**config.mk**
```make
export PLATFORM = sky130hd
export DESIGN_NAME = circular_queue_buffer
export DESIGN_NICKNAME = d
export VERILOG_FILES = /design/src/rtl/cqb_pkg.sv /design/src/rtl/circular_queue_buffer.sv /design/src/rtl/cqb_ram.sv /design/src/rtl/cqb_datapath.sv /design/src/rtl/cqb_ctrl.sv
export SDC_FILE = /design/constraint.sdc
export NUM_CORES = 1
export LEC_CHECK = 0
export BUFFER_PORTS_ARGS = -buffer_cell sky130_fd_sc_hd__buf_4
export CAP_MARGIN = 20
export CORE_MARGIN = 8
export CORE_UTILIZATION = 60
export DETAILED_ROUTE_END_ITERATION = 8
export HOLD_SLACK_MARGIN = 0.12
export PLACE_DENSITY = 0.79
export SLEW_MARGIN = 20
export SYNTH_ARGS = -nofsm -noshare
export SYNTH_HDL_FRONTEND = slang
export SYNTH_SLANG_ARGS = --single-unit
```
**constraint.sdc**
```tcl
create_clock -name clk -period 4.6 [get_ports clk]
set_clock_uncertainty 0.15 [all_clocks]
set_input_delay 0.23 -clock clk [delete_from_list [all_inputs] [get_ports clk]]
set_output_delay 0.23 -clock clk [all_outputs]
set_load 0.005 [all_outputs]
```
**src/rtl/cqb_pkg.sv**
```systemverilog
package cqb_pkg;

    // Queue geometry and field widths.
    localparam int QUEUE_DEPTH = 8;
    localparam int IDX_W       = $clog2(QUEUE_DEPTH);
    localparam int CNT_W       = $clog2(QUEUE_DEPTH + 1);
    localparam int DATA_W      = 32;
    localparam int CMD_W       = 2;
    localparam int ST_W        = 2;

    // Command codes carried by each input transaction.
    typedef enum logic [CMD_W-1:0] {
        CMD_ENQ  = 2'd0,
        CMD_DEQ  = 2'd1,
        CMD_PEEK = 2'd2,
        CMD_DISP = 2'd3
    } cmd_t;

    // Status codes returned with each result transaction.
    typedef enum logic [ST_W-1:0] {
        ST_OK    = 2'd0,
        ST_FULL  = 2'd1,
        ST_EMPTY = 2'd2
    } status_t;

    // Controller states.
    typedef enum logic [1:0] {
        S_IDLE,
        S_READ_ONE,
        S_READ_DISP,
        S_WALK
    } state_t;

    // Commands from the controller to the datapath.
    typedef struct packed {
        logic    wr_en;       // write value_in at the tail and advance it
        logic    head_adv;    // advance the head and drop one word
        logic    rd_en;       // start a memory read
        logic    rd_walk;     // read at the walk pointer instead of the head
        logic    walk_init;   // start a display walk from the head
        logic    walk_next;   // step the walk pointer
        logic    load_imm;    // load a result with no data word
        status_t imm_status;  // status for an immediate result
        logic    load_data;   // load a result from the memory read data
        logic    disp;        // the data result belongs to a display walk
    } dp_cmd_t;

    // Status from the datapath to the controller.
    typedef struct packed {
        logic full;
        logic empty;
        logic rem_last;  // one display word left to emit
        logic out_busy;  // result register occupied and not taken this cycle
    } dp_stat_t;

    // Circular index step.
    function automatic logic [IDX_W-1:0] adv_idx(input logic [IDX_W-1:0] idx);
        logic [IDX_W-1:0] res;
        if (idx == IDX_W'(QUEUE_DEPTH - 1))
        begin
            res = '0;
        end
        else
        begin
            res = idx + IDX_W'(1);
        end
        return res;
    endfunction

endpackage

```
**src/rtl/circular_queue_buffer.sv**
```systemverilog
// Channel  Handshake            Payload
// -------  -------------------  ---------------------------
// input    in_valid / in_stall  command, value_in
// output   out_valid/out_stall  value_out, status, last
//
// Enqueue and every empty or full report give one result in the cycle after the input
// transaction; dequeue and peek give it via the registered read port and the result
// register. Display gives one result per stored word, each read and loaded before the
// next read; a held result delays the next read. A new input is taken in the cycle after
// the last result of the previous one is loaded, if that result is not held by out_stall.
// Reset (rst_n low) empties the queue at once; stored words are not cleared.
module circular_queue_buffer
    import cqb_pkg::*;
(
    input  logic                     clk,
    input  logic                     rst_n,
    input  logic                     in_valid,
    output logic                     in_stall,
    input  logic [CMD_W-1:0]         command,
    input  logic signed [DATA_W-1:0] value_in,
    output logic                     out_valid,
    input  logic                     out_stall,
    output logic signed [DATA_W-1:0] value_out,
    output logic [ST_W-1:0]          status,
    output logic                     last
);

    dp_cmd_t  dp_cmd;
    dp_stat_t dp_stat;

    // Command sequencing.
    cqb_ctrl u_ctrl (
        .clk     (clk),
        .rst_n   (rst_n),
        .in_valid(in_valid),
        .in_stall(in_stall),
        .command (command),
        .stat    (dp_stat),
        .cmd     (dp_cmd)
    );

    // Storage, pointers and result register.
    cqb_datapath u_datapath (
        .clk      (clk),
        .rst_n    (rst_n),
        .cmd      (dp_cmd),
        .stat     (dp_stat),
        .value_in (value_in),
        .value_out(value_out),
        .status   (status),
        .last     (last),
        .out_valid(out_valid),
        .out_stall(out_stall)
    );

endmodule

```
**src/rtl/cqb_ram.sv**
```systemverilog
module cqb_ram #(
    parameter int WIDTH = 32,
    parameter int DEPTH = 8
) (
    input  logic                     clk,
    input  logic                     wr_en,
    input  logic [$clog2(DEPTH)-1:0] wr_addr,
    input  logic [WIDTH-1:0]         wr_data,
    input  logic                     rd_en,
    input  logic [$clog2(DEPTH)-1:0] rd_addr,
    output logic [WIDTH-1:0]         rd_data
);

    logic [WIDTH-1:0] mem_reg [DEPTH];
    logic [WIDTH-1:0] rd_data_reg;

    // One write port and one registered read port.
    always_ff @(posedge clk)
    begin
        if (wr_en)
        begin
            mem_reg[wr_addr] <= wr_data;
        end
        if (rd_en)
        begin
            rd_data_reg <= mem_reg[rd_addr];
        end
    end

    assign rd_data = rd_data_reg;

endmodule

```
**src/rtl/cqb_datapath.sv**
```systemverilog
module cqb_datapath
    import cqb_pkg::*;
(
    input  logic                     clk,
    input  logic                     rst_n,
    input  dp_cmd_t                  cmd,
    output dp_stat_t                 stat,
    input  logic signed [DATA_W-1:0] value_in,
    output logic signed [DATA_W-1:0] value_out,
    output logic [ST_W-1:0]          status,
    output logic                     last,
    output logic                     out_valid,
    input  logic                     out_stall
);

    logic [IDX_W-1:0]  head_reg, head_next;
    logic [IDX_W-1:0]  tail_reg, tail_next;
    logic [IDX_W-1:0]  walk_reg, walk_next;
    logic [CNT_W-1:0]  occ_reg, occ_next;
    logic [CNT_W-1:0]  rem_reg, rem_next;
    logic              out_valid_reg, out_valid_next;
    logic [DATA_W-1:0] value_reg, value_next;
    status_t           status_reg, status_next;
    logic              last_reg, last_next;
    logic [IDX_W-1:0]  rd_addr;
    logic [DATA_W-1:0] rd_data;
    logic              out_take;

    // Entry store.
    assign rd_addr = cmd.rd_walk ? walk_reg : head_reg;

    cqb_ram #(
        .WIDTH(DATA_W),
        .DEPTH(QUEUE_DEPTH)
    ) u_ram (
        .clk    (clk),
        .wr_en  (cmd.wr_en),
        .wr_addr(tail_reg),
        .wr_data(value_in),
        .rd_en  (cmd.rd_en),
        .rd_addr(rd_addr),
        .rd_data(rd_data)
    );

    // Pointer, occupancy and walk counter updates.
    always_comb
    begin
        head_next = head_reg;
        tail_next = tail_reg;
        occ_next  = occ_reg;
        walk_next = walk_reg;
        rem_next  = rem_reg;
        if (cmd.wr_en)
        begin
            tail_next = adv_idx(tail_reg);
            occ_next  = occ_reg + CNT_W'(1);
        end
        if (cmd.head_adv)
        begin
            head_next = adv_idx(head_reg);
            occ_next  = occ_reg - CNT_W'(1);
        end
        if (cmd.walk_init)
        begin
            walk_next = adv_idx(head_reg);
            rem_next  = occ_reg;
        end
        if (cmd.walk_next)
        begin
            walk_next = adv_idx(walk_reg);
        end
        if (cmd.load_data && cmd.disp)
        begin
            rem_next = rem_reg - CNT_W'(1);
        end
    end

    // Result register: freed when taken, loaded by the controller.
    assign out_take = out_valid_reg && !out_stall;

    always_comb
    begin
        out_valid_next = out_valid_reg && !out_take;
        value_next     = value_reg;
        status_next    = status_reg;
        last_next      = last_reg;
        if (cmd.load_imm)
        begin
            out_valid_next = 1'b1;
            value_next     = '0;
            status_next    = cmd.imm_status;
            last_next      = 1'b1;
        end
        else if (cmd.load_data)
        begin
            out_valid_next = 1'b1;
            value_next     = rd_data;
            status_next    = ST_OK;
            last_next      = !cmd.disp || (rem_reg == CNT_W'(1));
        end
    end

    always_ff @(posedge clk or negedge rst_n)
    begin
        if (!rst_n)
        begin
            head_reg      <= '0;
            tail_reg      <= '0;
            occ_reg       <= '0;
            walk_reg      <= '0;
            rem_reg       <= '0;
            out_valid_reg <= 1'b0;
        end
        else
        begin
            head_reg      <= head_next;
            tail_reg      <= tail_next;
            occ_reg       <= occ_next;
            walk_reg      <= walk_next;
            rem_reg       <= rem_next;
            out_valid_reg <= out_valid_next;
        end
    end

    always_ff @(posedge clk)
    begin
        value_reg  <= value_next;
        status_reg <= status_next;
        last_reg   <= last_next;
    end

    // Status back to the controller.
    assign stat.full     = (occ_reg == CNT_W'(QUEUE_DEPTH));
    assign stat.empty    = (occ_reg == '0);
    assign stat.rem_last = (rem_reg == CNT_W'(1));
    assign stat.out_busy = out_valid_reg && out_stall;

    assign value_out = value_reg;
    assign status    = ST_W'(status_reg);
    assign last      = last_reg;
    assign out_valid = out_valid_reg;

    // Occupancy never runs past the depth.
    a_occ_range: assert property (@(posedge clk) disable iff (!rst_n)
        occ_reg <= CNT_W'(QUEUE_DEPTH))
        else $error("occupancy beyond queue depth");

    // A write is only committed while there is room.
    a_wr_room: assert property (@(posedge clk) disable iff (!rst_n)
        cmd.wr_en |-> !stat.full)
        else $error("write into a full queue");

    // A word is only removed from a non-empty queue.
    a_rd_word: assert property (@(posedge clk) disable iff (!rst_n)
        cmd.head_adv |-> !stat.empty)
        else $error("head advanced on an empty queue");

    // A new result never overwrites one still waiting to be taken.
    a_no_overwrite: assert property (@(posedge clk) disable iff (!rst_n)
        (cmd.load_imm || cmd.load_data) |-> !stat.out_busy)
        else $error("result register overwritten");

    // An empty queue has head and tail together.
    a_empty_ptrs: assert property (@(posedge clk) disable iff (!rst_n)
        stat.empty |-> (head_reg == tail_reg))
        else $error("head and tail differ on an empty queue");

endmodule

```
**src/rtl/cqb_ctrl.sv**
```systemverilog
module cqb_ctrl
    import cqb_pkg::*;
(
    input  logic            clk,
    input  logic            rst_n,
    input  logic            in_valid,
    output logic            in_stall,
    input  logic [CMD_W-1:0] command,
    input  dp_stat_t        stat,
    output dp_cmd_t         cmd
);

    state_t state_reg, state_next;
    logic   accept;

    // State register.
    always_ff @(posedge clk or negedge rst_n)
    begin
        if (!rst_n)
        begin
            state_reg <= S_IDLE;
        end
        else
        begin
            state_reg <= state_next;
        end
    end

    // An input transaction is taken only in idle with the result register free.
    assign in_stall = !((state_reg == S_IDLE) && !stat.out_busy);
    assign accept   = in_valid && !in_stall;

    // Next state and datapath commands.
    always_comb
    begin
        state_next     = state_reg;
        cmd            = '0;
        cmd.imm_status = ST_OK;
        unique case (state_reg)
            S_IDLE:
            begin
                if (accept)
                begin
                    unique case (cmd_t'(command))
                        CMD_ENQ:
                        begin
                            cmd.load_imm = 1'b1;
                            if (stat.full)
                            begin
                                cmd.imm_status = ST_FULL;
                            end
                            else
                            begin
                                cmd.wr_en = 1'b1;
                            end
                        end
                        CMD_DEQ, CMD_PEEK:
                        begin
                            if (stat.empty)
                            begin
                                cmd.load_imm   = 1'b1;
                                cmd.imm_status = ST_EMPTY;
                            end
                            else
                            begin
                                cmd.rd_en    = 1'b1;
                                cmd.head_adv = (cmd_t'(command) == CMD_DEQ);
                                state_next   = S_READ_ONE;
                            end
                        end
                        CMD_DISP:
                        begin
                            if (stat.empty)
                            begin
                                cmd.load_imm   = 1'b1;
                                cmd.imm_status = ST_EMPTY;
                            end
                            else
                            begin
                                cmd.rd_en     = 1'b1;
                                cmd.walk_init = 1'b1;
                                state_next    = S_READ_DISP;
                            end
                        end
                    endcase
                end
            end
            S_READ_ONE:
            begin
                cmd.load_data = 1'b1;
                state_next    = S_IDLE;
            end
            S_READ_DISP:
            begin
                cmd.load_data = 1'b1;
                cmd.disp      = 1'b1;
                state_next    = stat.rem_last ? S_IDLE : S_WALK;
            end
            S_WALK:
            begin
                // Fetch the next word once the previous result is on its way.
                if (!stat.out_busy)
                begin
                    cmd.rd_en     = 1'b1;
                    cmd.rd_walk   = 1'b1;
                    cmd.walk_next = 1'b1;
                    state_next    = S_READ_DISP;
                end
            end
            default:
            begin
                state_next = S_IDLE;
            end
        endcase
    end

    // A read is always followed by loading its data.
    a_rd_then_load: assert property (@(posedge clk) disable iff (!rst_n)
        cmd.rd_en |=> cmd.load_data)
        else $error("memory read without a following result load");

    // Inputs are only taken while idle.
    a_accept_idle: assert property (@(posedge clk) disable iff (!rst_n)
        accept |-> (state_reg == S_IDLE))
        else $error("input taken outside idle");

    // A walk step never starts while the result register is held.
    a_walk_free: assert property (@(posedge clk) disable iff (!rst_n)
        cmd.walk_next |-> !stat.out_busy)
        else $error("walk step with the result register held");

endmodule
```
== Word-level counts from Yosys, hierarchy flattened ==
Memories as Yosys holds them, arrays and structs flattened. A register that Yosys moved wholly into a read port is not among the register bits.
Index checks and enable logic that the tools add are counted.

* Reductions and logical operators: 23
* Add/sub/neg operators: 6
* Eq/ne operators: 16
* Multiplexer cells: 46

{| class="wikitable"
|+ Operators by type and width
! cell !! count
|-
| 2-to-1 mux 3 bit || 10
|-
| 2-to-1 mux 2 bit || 10
|-
| 2-to-1 mux 1 bit || 17
|-
| 2-to-1 mux 4 bit || 4
|-
| adder 3 x 1 -> 3 bit (second input constant) || 3
|-
| equality test 3 bit (second input constant) || 3
|-
| inequality test 3 bit (second input constant) || 3
|-
| equality test 2 bit (second input constant) || 4
|-
| case mux 2 bit (4 select lines) || 1
|-
| nonzero test 2 bit || 4
|-
| subtractor 4 x 1 -> 4 bit (second input constant) || 2
|-
| logical AND 1 bit || 6
|-
| case mux 3 bit (2 select lines) || 1
|-
| zero test 1 bit || 5
|-
| AND reduction 5 bit || 1
|-
| adder 4 x 1 -> 4 bit (second input constant) || 1
|-
| equality test 2 x 1 -> 1 bit (second input constant) || 2
|-
| equality test 4 x 1 -> 1 bit (second input constant) || 1
|-
| equality test 4 bit (second input constant) || 1
|-
| zero test 2 bit || 2
|-
| zero test 4 bit || 1
|-
| case mux 1 bit (2 select lines) || 2
|-
| case mux 2 bit (2 select lines) || 1
|-
| OR reduction 2 bit || 2
|-
| other kinds (4) || 4
|}

* Memories: 1
* Memory bits (writable): 256
* Register bits after elaboration: 55
* Output and inout port bits: 37
* Input port bits: 38

{| class="wikitable"
|+ Memories
! name !! depth !! bits a word !! read ports !! clocked after Yosys merged registers in !! wr ports !! line !! RTL
|-
| u_datapath.u_ram.mem_reg || 8 || 32 || 1 || 1 || 1 || cqb_ram.sv:14 || <nowiki>logic [WIDTH-1:0] mem_reg [DEPTH];</nowiki>
|}

== Logic depth before layout (Yosys ltp) ==
Gate-level depths: netlist (run 1).

* Word-level depth: 8
* Mapped depth: 10
* Mapped depth without buffers: 10

== Modules after synthesis ==
Synthesis (run 1) repeated with hierarchy kept, for this count alone.

* Cell total of the unflattened synthesis: 661
* Area total of the unflattened synthesis: 13422.9 um^2

{| class="wikitable"
|+ Modules (own cells, without submodules)
! module !! cells each !! area each (um^2) !! sequential area each (um^2) !! instances
|-
| cqb_ram || 415 || 10786.6 || 8648.3 || 1
|-
| cqb_datapath || 207 || 2283.4 || 1171.1 || 1
|-
| cqb_ctrl || 39 || 352.8 || 50.0 || 1
|}

== Worst setup path before layout (run 1) ==
OpenSTA, ideal clock, no wires.

* Path type: register to register
* Start point: reg u_ctrl.state_reg[0]
* End point: mem u_datapath.u_ram.mem_reg[0][0] (enable)
* Stages on the path, launching flop included: 7
* Period minus slack after synthesis: 4201 ps
* Setup time: 461 ps
* Path slack: 399 ps
* Arrival time: 3590 ps
* Required time: 3989 ps
* Path through: dfrtp_1 -> inv_1 -> ha_1 -> and2_1 -> nand4_1 -> or2_2 -> nor3_1

* Cells in the longest elaborated chain, start to end: 7

{| class="wikitable"
|+ RTL lines
! item !! line !! RTL
|-
| from (decl) || cqb_ctrl.sv:13 || <nowiki>state_t state_reg, state_next;</nowiki>
|-
| from (signal assigned) || cqb_ctrl.sv:25 || <nowiki>state_reg <= state_next;</nowiki>
|-
| zero test 2 bit * || cqb_ctrl.sv:30, cqb_ctrl.sv:39 ||
|-
| logical AND 1 bit || cqb_ctrl.sv:30 || <nowiki>assign in_stall = !((state_reg == S_IDLE) && !stat.out_busy);</nowiki>
|-
| logical AND 1 bit || cqb_ctrl.sv:31 || <nowiki>assign accept = in_valid && !in_stall;</nowiki>
|-
| 2-to-1 mux 3 bit || cqb_ctrl.sv:42 || <nowiki>if (accept)</nowiki>
|-
| 2-to-1 mux 2 bit * || cqb_ctrl.sv:39 || <nowiki>unique case (state_reg)</nowiki>
|-
| 2-to-1 mux 1 bit * || cqb_ram.sv:20 || <nowiki>if (wr_en)</nowiki>
|-
| 2-to-1 mux 1 bit (implied by the code) * || cqb_ram.sv:22 || <nowiki>mem_reg[wr_addr] <= wr_data;</nowiki>
|-
| to (decl) || cqb_ram.sv:14 ||
|}

Mark *: on every way between the ends. The rest lies on a longest branch, timed or not.

== Worst setup path after layout (run 1) ==
* Start point: reg u_ctrl.state_reg[1]
* End point: reg u_datapath.u_ram.rd_data_reg[30] (netlist: u_datapath.u_ram.rd_data[30]) (read register of u_datapath.u_ram.mem_reg) (data pin)

* Cells in the longest elaborated chain, start to end: 5
* Elaborated cells on any way between the ends: 8
* Classes of those cells: eq/ne (1); mux (4); reduce/logical (3)

{| class="wikitable"
|+ RTL lines
! item !! line !! RTL
|-
| zero test 2 bit || cqb_ctrl.sv:30, cqb_ctrl.sv:39 ||
|-
| logical AND 1 bit || cqb_ctrl.sv:30 ||
|-
| logical AND 1 bit || cqb_ctrl.sv:31 ||
|-
| 2-to-1 mux 3 bit || cqb_ctrl.sv:42 ||
|-
| case mux 1 bit (2 select lines) || cqb_ctrl.sv:39 ||
|-
| to (decl) || cqb_ram.sv:15 || <nowiki>logic [WIDTH-1:0] rd_data_reg;</nowiki>
|}

Several ways; a longest one is shown, not always the timed one.
A chain may end at the register's enable or synchronous reset.

==> metrics.md, run 1 <==
| Metric | Value |
|---|---|
| Status | completed |
| Diode insertion count for antenna repair | 0 |
| Combinational Power Share | 28.2% |
| Fraction of layout cells with a size suffix above 1 | 20.10% |
| Setup crit start kind | flop |
| Chip height | 166.3 µm |
| Post-DRT Antenna Nets | 0 |
| Initial Util | 60.44% |
| Transition time of the tightest slew-check pin | 1.034 ns |
| Detailed-route wire length | 26970 µm |
| Number of buffers created by CTS | 34 |
| Die area | 27660 µm² |
| Number of antenna violations at the first check in global routing | 0 |
| H-tree levels | 2 |
| Most used flip-flop cell after synthesis | edfxtp_1 |
| Clock Pin Slew Worst Setup and Hold Paths | 0.06 ns |
| Switching power | 2.712 mW |
| Rows | 55 |
| Max Slew Vio Count | 0 |
| Core area | 22430 µm² |
| Most frequent cells after synthesis | 290 x edfxtp_1, 136 x mux2i_1, 84 x nand2_1 |
| Share of total power in the clock network | 27.2% |
| WHS | 0.2251 ns |
| Pin count of the biggest net entering global routing | 80 |
| First-pass GRT wire length | 42080 µm |
| Number of hold violations in the final report | 0 |
| Half-perimeter wire length after placement | 15760 µm |
| Number of synthesis warnings | 0 |
| Post-synthesis average cell area | 16.82 µm² |
| Share of the synthesized area in the top cell type | 64.23% |
| Number of violations of the max-capacitance limit | 0 |
| WP data required | 4.66 ns |
| Final routed DRC violation total | 0 |
| Number of setup violations in the final report | 0 |
| Worst relative slew slack | 30.88% |
| Gate Count Post-Synth | 806 |
| Internal cell power | 6.382 mW |
| Via density per instance | 5.906 |
| Setup repair after global routing missed its margin | false |
| Arrival time of the worst setup path | 3.48 ns |
| Ratio of total power to cell area | 574.3 nW/µm² |
| TNS Setup | 0 ns |
| Routed len/inst | 21.75 µm |
| Number of flops mapped to enable cells by yosys | 290 |
| Cell variety after synth | 49 |
| Sequential fraction of the synthesis area | 72.79% |
| Share of async-settable or async-resettable flops after synthesis | 5.831% |
| Final cycle utilization of the critical path | 74.28% |
| Max FO, Critical Path | 20 |
| Via count of the first global-routing pass | 7548 |
| Register bit total from synthesis | 343 |
| Largest cells by area after synthesis | edfxtp_1 64%, mux2i_1 10%, dfxtp_1 4.9% |
| Count of pins on the block boundary | 75 |
| Die Wd | 166.3 µm |
| Later-pin clock latency in the skew report | 0.51 ns |
| Count of clock tree sinks | 343 |
| Clk buf depth | 3 |
| First DRT Iteration DRCs | 598 |
| Via count | 7324 |
| Final global-route overflow total | 0 |
| CTS root buffer | clkbuf_16 |
| Synth Net Count | 864 |
| Hold/Removal Path Class | primary input to flop |
| VDD IR-drop max | 0.3502 mV |
| P_leak | 5.647 nW |
| Achievable Freq | 292.7 MHz |
| Flip-flop count of the largest register after layout | 256 |
| Area added between synthesis and finish | 16.80% |
| Fillcell total | 1416 |
| Share of total power consumed by net switching | 29.82% |
| Crit Path Class | flop to flop |
| CTS tree | done |
| Most common cell in the netlist | edfxtp_1 |
| Syn Std Cell Area | 13560 µm² |
| Routability cong. | 0.8460 |
| Biggest area consumer among synthesized cells | edfxtp_1 |
| All-Layer GR Usage | 19.40% |
| 1st-pass router iterations | 5 |
| Worst Setup End Kind | flop |
| Sequential fraction of design power | 44.6% |
| Tmin final | 3.417 ns |
| Number of I/O port buffers | 74 |
| Final net count | 987 |
-- cells in the final DEF, fill, tap and decap left out, types with 3 or more instances in the layout --
master	count
edfxtp_1	290
mux2i_1	136
buf_4	89
nand2_1	84
nor2_1	38
dlygate4sd3_1	36
clkbuf_16	34
a32o_1	33
dfxtp_1	33
a221oi_2	32
dfrtp_1	20
ha_1	18
clkinv_1	10
inv_1	8
nor2_4	8
clkbuf_1	8
a21oi_1	7
clkinv_2	6
xnor2_1	4
o21ai_0	4
and2_1	3
nand2b_1	3
mux2_1	3
nor3_1	3
-- layout make-up --
type / count / area (µm²) / area share (%)
clock buffer: 42 / 880.8 / 5.562
clock inverter: 20 / 108.9 / 0.6874
inverter: 9 / 33.78 / 0.2133
multi-input combinational: 414 / 3518 / 22.22
sequential: 343 / 9869 / 62.32
tap: 285 / 356.6 / 2.252
timing repair buffer: 127 / 1069 / 6.747
-- critical path, stage by stage, from the launching register on --
cell	delay (ns)
dfrtp_1	0.43
ha_1	0.25
a21bo_4	0.26
mux2i_1	0.53
nor2b_2	0.74
buf_4	0.43
a32o_1	0.27
a221oi_2	0.06
-- power by group through the flow --
stage               combinational (mW)  sequential (mW)  clock [mW]
floorplan                         1.75             4.07           0
global placement                  2.43             4.10           0
detailed placement                2.53             4.11           0
CTS                               2.57             4.05        2.51
global route                      2.79             4.09        2.63
finish                            2.57             4.05        2.47
-- metrics by stage --
stage | instance area [µm²] | worst slack [ns] | utilization [%] | cells | power (mW)
finish | 15840 | 1.183 | 70.59 | 1240 | 9.094
global route | 15840 | 1.061 | 70.59 | 1240 | 9.515
detailed placement | 14490 | 1.230 | 64.57 | 1142 | 6.645
global placement | 14470 | 1.345 | 64.48 | 1141 | 6.531
CTS | 15840 | 1.195 | 70.59 | 1240 | 9.136
floorplan | 13560 | 0.3992 | - | 806 | 5.817
-- routing by layer --
metal / wire (µm) / vias up / part of all wire, % / track usage, %
met5: 0 / - / 0 / 0
met4: 563 / 0 / 2.1 / 6.150
met3: 1509 / 43 / 5.6 / 3.423
met2: 13620 / 256 / 51 / 33.51
met1: 11270 / 3669 / 42 / 24.66
li1: - / 3356 / - / -
-- what timing repair did --
action                    4_1_cts  5_1_grt
gates resized for setup         0        0
hold buffers                   36        0
hold endpoints to repair      284        0
buffers inserted                0        0
-- worst paths after layout --
check	cells after the start	endpoint	startpoint	slack (ns)
max in group asynchronous	3	u_datapath.walk_reg[2]	rst_n	2.91
min in group asynchronous	3	u_datapath.rem_reg[0]	rst_n	0.80
min	5	u_datapath.status[0]	command[1]	0.23
max	7	u_datapath.u_ram.rd_data[30]	u_ctrl.state_reg[1]	1.18
max reg2reg	7	u_datapath.u_ram.rd_data[30]	u_ctrl.state_reg[1]	1.18
min reg2reg	2	u_datapath.value_out[4]	u_datapath.u_ram.rd_data[4]	0.34
-- cell families (layout without fill, tap and decap cells) --
family / count (synthesis) / in the layout / synth area share [%]
compound gates: 85 / 85 / 6.940
xor+xnor: 5 / 5 / 0.3230
fa+ha+maj: 20 / 20 / 1.901
buf+inv: 49 / 198 / 2.012
flops: 343 / 343 / 72.79
mux: 144 / 144 / 10.83
simple gates: 160 / 160 / 5.196
(Power assumes the default switching activity.)
==> run 2, diff against run 1 <==
--- a/config.mk
+++ b/config.mk
@@ -8,10 +8,10 @@
 export BUFFER_PORTS_ARGS = -buffer_cell sky130_fd_sc_hd__buf_4
 export CAP_MARGIN = 20
 export CORE_MARGIN = 8
-export CORE_UTILIZATION = 60
+export CORE_UTILIZATION = 55
 export DETAILED_ROUTE_END_ITERATION = 8
 export HOLD_SLACK_MARGIN = 0.12
-export PLACE_DENSITY = 0.79
+export PLACE_DENSITY = 0.76
 export SLEW_MARGIN = 20
 export SYNTH_ARGS = -nofsm -noshare
 export SYNTH_HDL_FRONTEND = slang
==> constraint.sdc (replaced) <==
create_clock -name clk -period 2.85 [get_ports clk]
set_clock_uncertainty 0.15 [all_clocks]
set_input_delay 0.1425 -clock clk [delete_from_list [all_inputs] [get_ports clk]]
set_output_delay 0.1425 -clock clk [all_outputs]
set_load 0.005 [all_outputs]
==> run 2 against run 1 <==
Net effect:
- wire length up 2.9%
- count of clock-buffer cells in the layout up 4
- sequential cell count unchanged
- worst hold slack better by 0.019 ns
- maximum frequency up 30%
- die area up 8.2%
- first-iteration DRC count up 4.2%
- via count up 1.3%
- sequential power up 62%
- critical path type unchanged
- largest cell class unchanged
- largest power group unchanged
==> metrics.md, run 2 (synthesized netlist as in run 1, its figures left out) <==
| Metric | Value |
|---|---|
| Fraction of layout cells with a size suffix above 1 | 22.11% |
| Hold/Removal Path Class | primary input to flop |
| Count of clock tree sinks | 343 |
| CTS root buffer | clkbuf_16 |
| Via count | 7421 |
| Later-pin clock latency in the skew report | 0.52 ns |
| WHS | 0.2443 ns |
| VDD IR-drop max | 0.7884 mV |
| Via count of the first global-routing pass | 7672 |
| Flip-flop count of the largest register after layout | 256 |
| Fillcell total | 1636 |
| Post-CTS Repair Setup Buffers | 0 |
| Pin count of the biggest net entering global routing | 33 |
| Startpoint of the tightest hold check path | value_in[22] |
| Clk buf depth | 3 |
| Post-DRT Antenna Nets | 0 |
| Placed cell count | 1199 |
| Rows | 57 |
| Sum of internal, switching and leakage power | 15.26 mW |
| Final net count | 1008 |
| Clock Pin Slew Worst Setup and Hold Paths | 0.06 ns |
| Die area | 29930 µm² |
| Critical path startpoint | u_ctrl.state_reg[0] |
| 1st-pass router iterations | 5 |
| Count of pins on the block boundary | 75 |
| Diode insertion count for antenna repair | 0 |
| Reg-to-reg critical path startpoint | u_ctrl.state_reg[0] |
| Area of the multi-input gates | 3531 µm² |
| Number of I/O port buffers | 74 |
| Tmin final | 2.634 ns |
| First-pass GRT wire length | 43180 µm |
| Layout Cell Area excl Fill | 16340 µm² |
| Arrival time of the worst setup path | 2.87 ns |
| Cell area reported after detailed placement | 14860 µm² |
| Worst relative slew slack | 33.85% |
| Share of the core filled with cells | 67.38% |
| Routability cong. | 0.7831 |
| Footprint of the flip-flops and latches | 9869 µm² |
| TNS Setup | 0 ns |
| Routed len/inst | 21.32 µm |
| Setup slack of the critical path after layout | 0.2162 ns |
| WP data required | 3.09 ns |
| Ratio of total power to cell area | 933.9 nW/µm² |
| Initial Util | 55.91% |
| Area added between synthesis and finish | 20.51% |
| Chip height | 173.0 µm |
| Max Slew Vio Count | 0 |
| CTS tree | done |
| Final global-route overflow total | 0 |
| All-Layer GR Usage | 18.29% |
| PostCTS Resize Cnt | 0 |
| Final cycle utilization of the critical path | 92.41% |
| Detailed-route wire length | 27740 µm |
| Number of antenna violations at the first check in global routing | 0 |
| Worst reg2reg path depth | 8 |
| Number of violations of the max-capacitance limit | 0 |
| Via density per instance | 5.704 |
| Achievable Freq | 379.7 MHz |
| Setup slack at placement | 0.2322 ns |
| Transition time of the tightest slew-check pin | 0.9890 ns |
| Number of setup violations in the final report | 0 |
| H-tree levels | 2 |
| Instance count along the most critical hold path | 2 |
| Final routed DRC violation total | 0 |
| Hold-fix buffers, CTS | 38 |
| P_leak | 5.846 nW |
| Die Wd | 173.0 µm |
| Non-filler cells in the finished layout | 1301 |
| Worst Setup End Kind | flop |
| Setup repair after global routing missed its margin | false |
| Max FO, Critical Path | 6 |
| Status | completed |
| Setup crit start kind | flop |
| Most common cell after layout, fill and taps aside | edfxtp_1 |
| Core area | 24250 µm² |
| Half-perimeter wire length after placement | 16060 µm |
| First DRT Iteration DRCs | 623 |
| Number of hold violations in the final report | 0 |
| Number of buffers created by CTS | 35 |
| Top library cells by usage in the layout, fill and taps aside | 290 x edfxtp_1, 136 x mux2i_1, 93 x buf_4 |
| Crit Path Class | flop to flop |
==> run 2: cell types whose count changed in the layout (fill, tap and decap cells not counted), sizes merged <==
cell	change
buf	+18
bufinv	+2
clkbuf	+4
clkinv	-3
dlygate4sd3	+2
inv	-1
==> run 2: area by class of cell <==
cell class | count | share of cell area (%)
Sequential cell | 343 | 60.41
Multi-Input combinational cell | 414 | 21.61
Timing Repair Buffer | 147 | 8.562
Clock buffer | 46 | 5.805
Tap cell | 324 | 2.481
Clock inverter | 18 | 0.9266
Inverter | 9 | 0.2068
==> run 2: worst max-delay path: stages, from the launching register on <==
cell and delay, ns:
dfrtp_1 0.39, inv_1 0.14, ha_2 0.23, nand2_1 0.14, nor4b_4 0.47, inv_2 0.13, fa_1 0.45, xnor2_1 0.13
mux2_1 0.29
==> run 2: path summary, 6_finish.rpt <==
kind	end	slack, ns
max in group asynchronous	u_datapath.walk_reg[1]	1.21
setup / recovery	u_datapath.occ_reg[2]	0.22
min in group asynchronous	u_datapath.occ_reg[1]	0.73
hold reg to reg	u_datapath.value_out[22]	0.33
hold / removal	u_datapath.u_ram.mem_reg[3][22]	0.24
setup reg to reg	u_datapath.occ_reg[2]	0.22
==> run 2: layer usage <==
layer  wire (µm)  global-route usage (%)  share of wire, %
met1       12170                   24.61                44
met2       13450                   30.22                48
met5           0                       0                 0
met4         495                   5.318               1.8
met3        1627                   3.180               5.9
==> run 2: report_power, final <==
| group | total [mW] | switching (mW) | leakage (nW) | internal [mW] |
|---|---|---|---|---|
| sequential | 6.56 | 0.401 | 3.14 | 6.16 |
| clock | 4.37 | 1.82 | 0.540 | 2.54 |
| combinational | 4.33 | 2.23 | 2.17 | 2.10 |
| total | 15.3 | 4.46 | 5.85 | 10.8 |
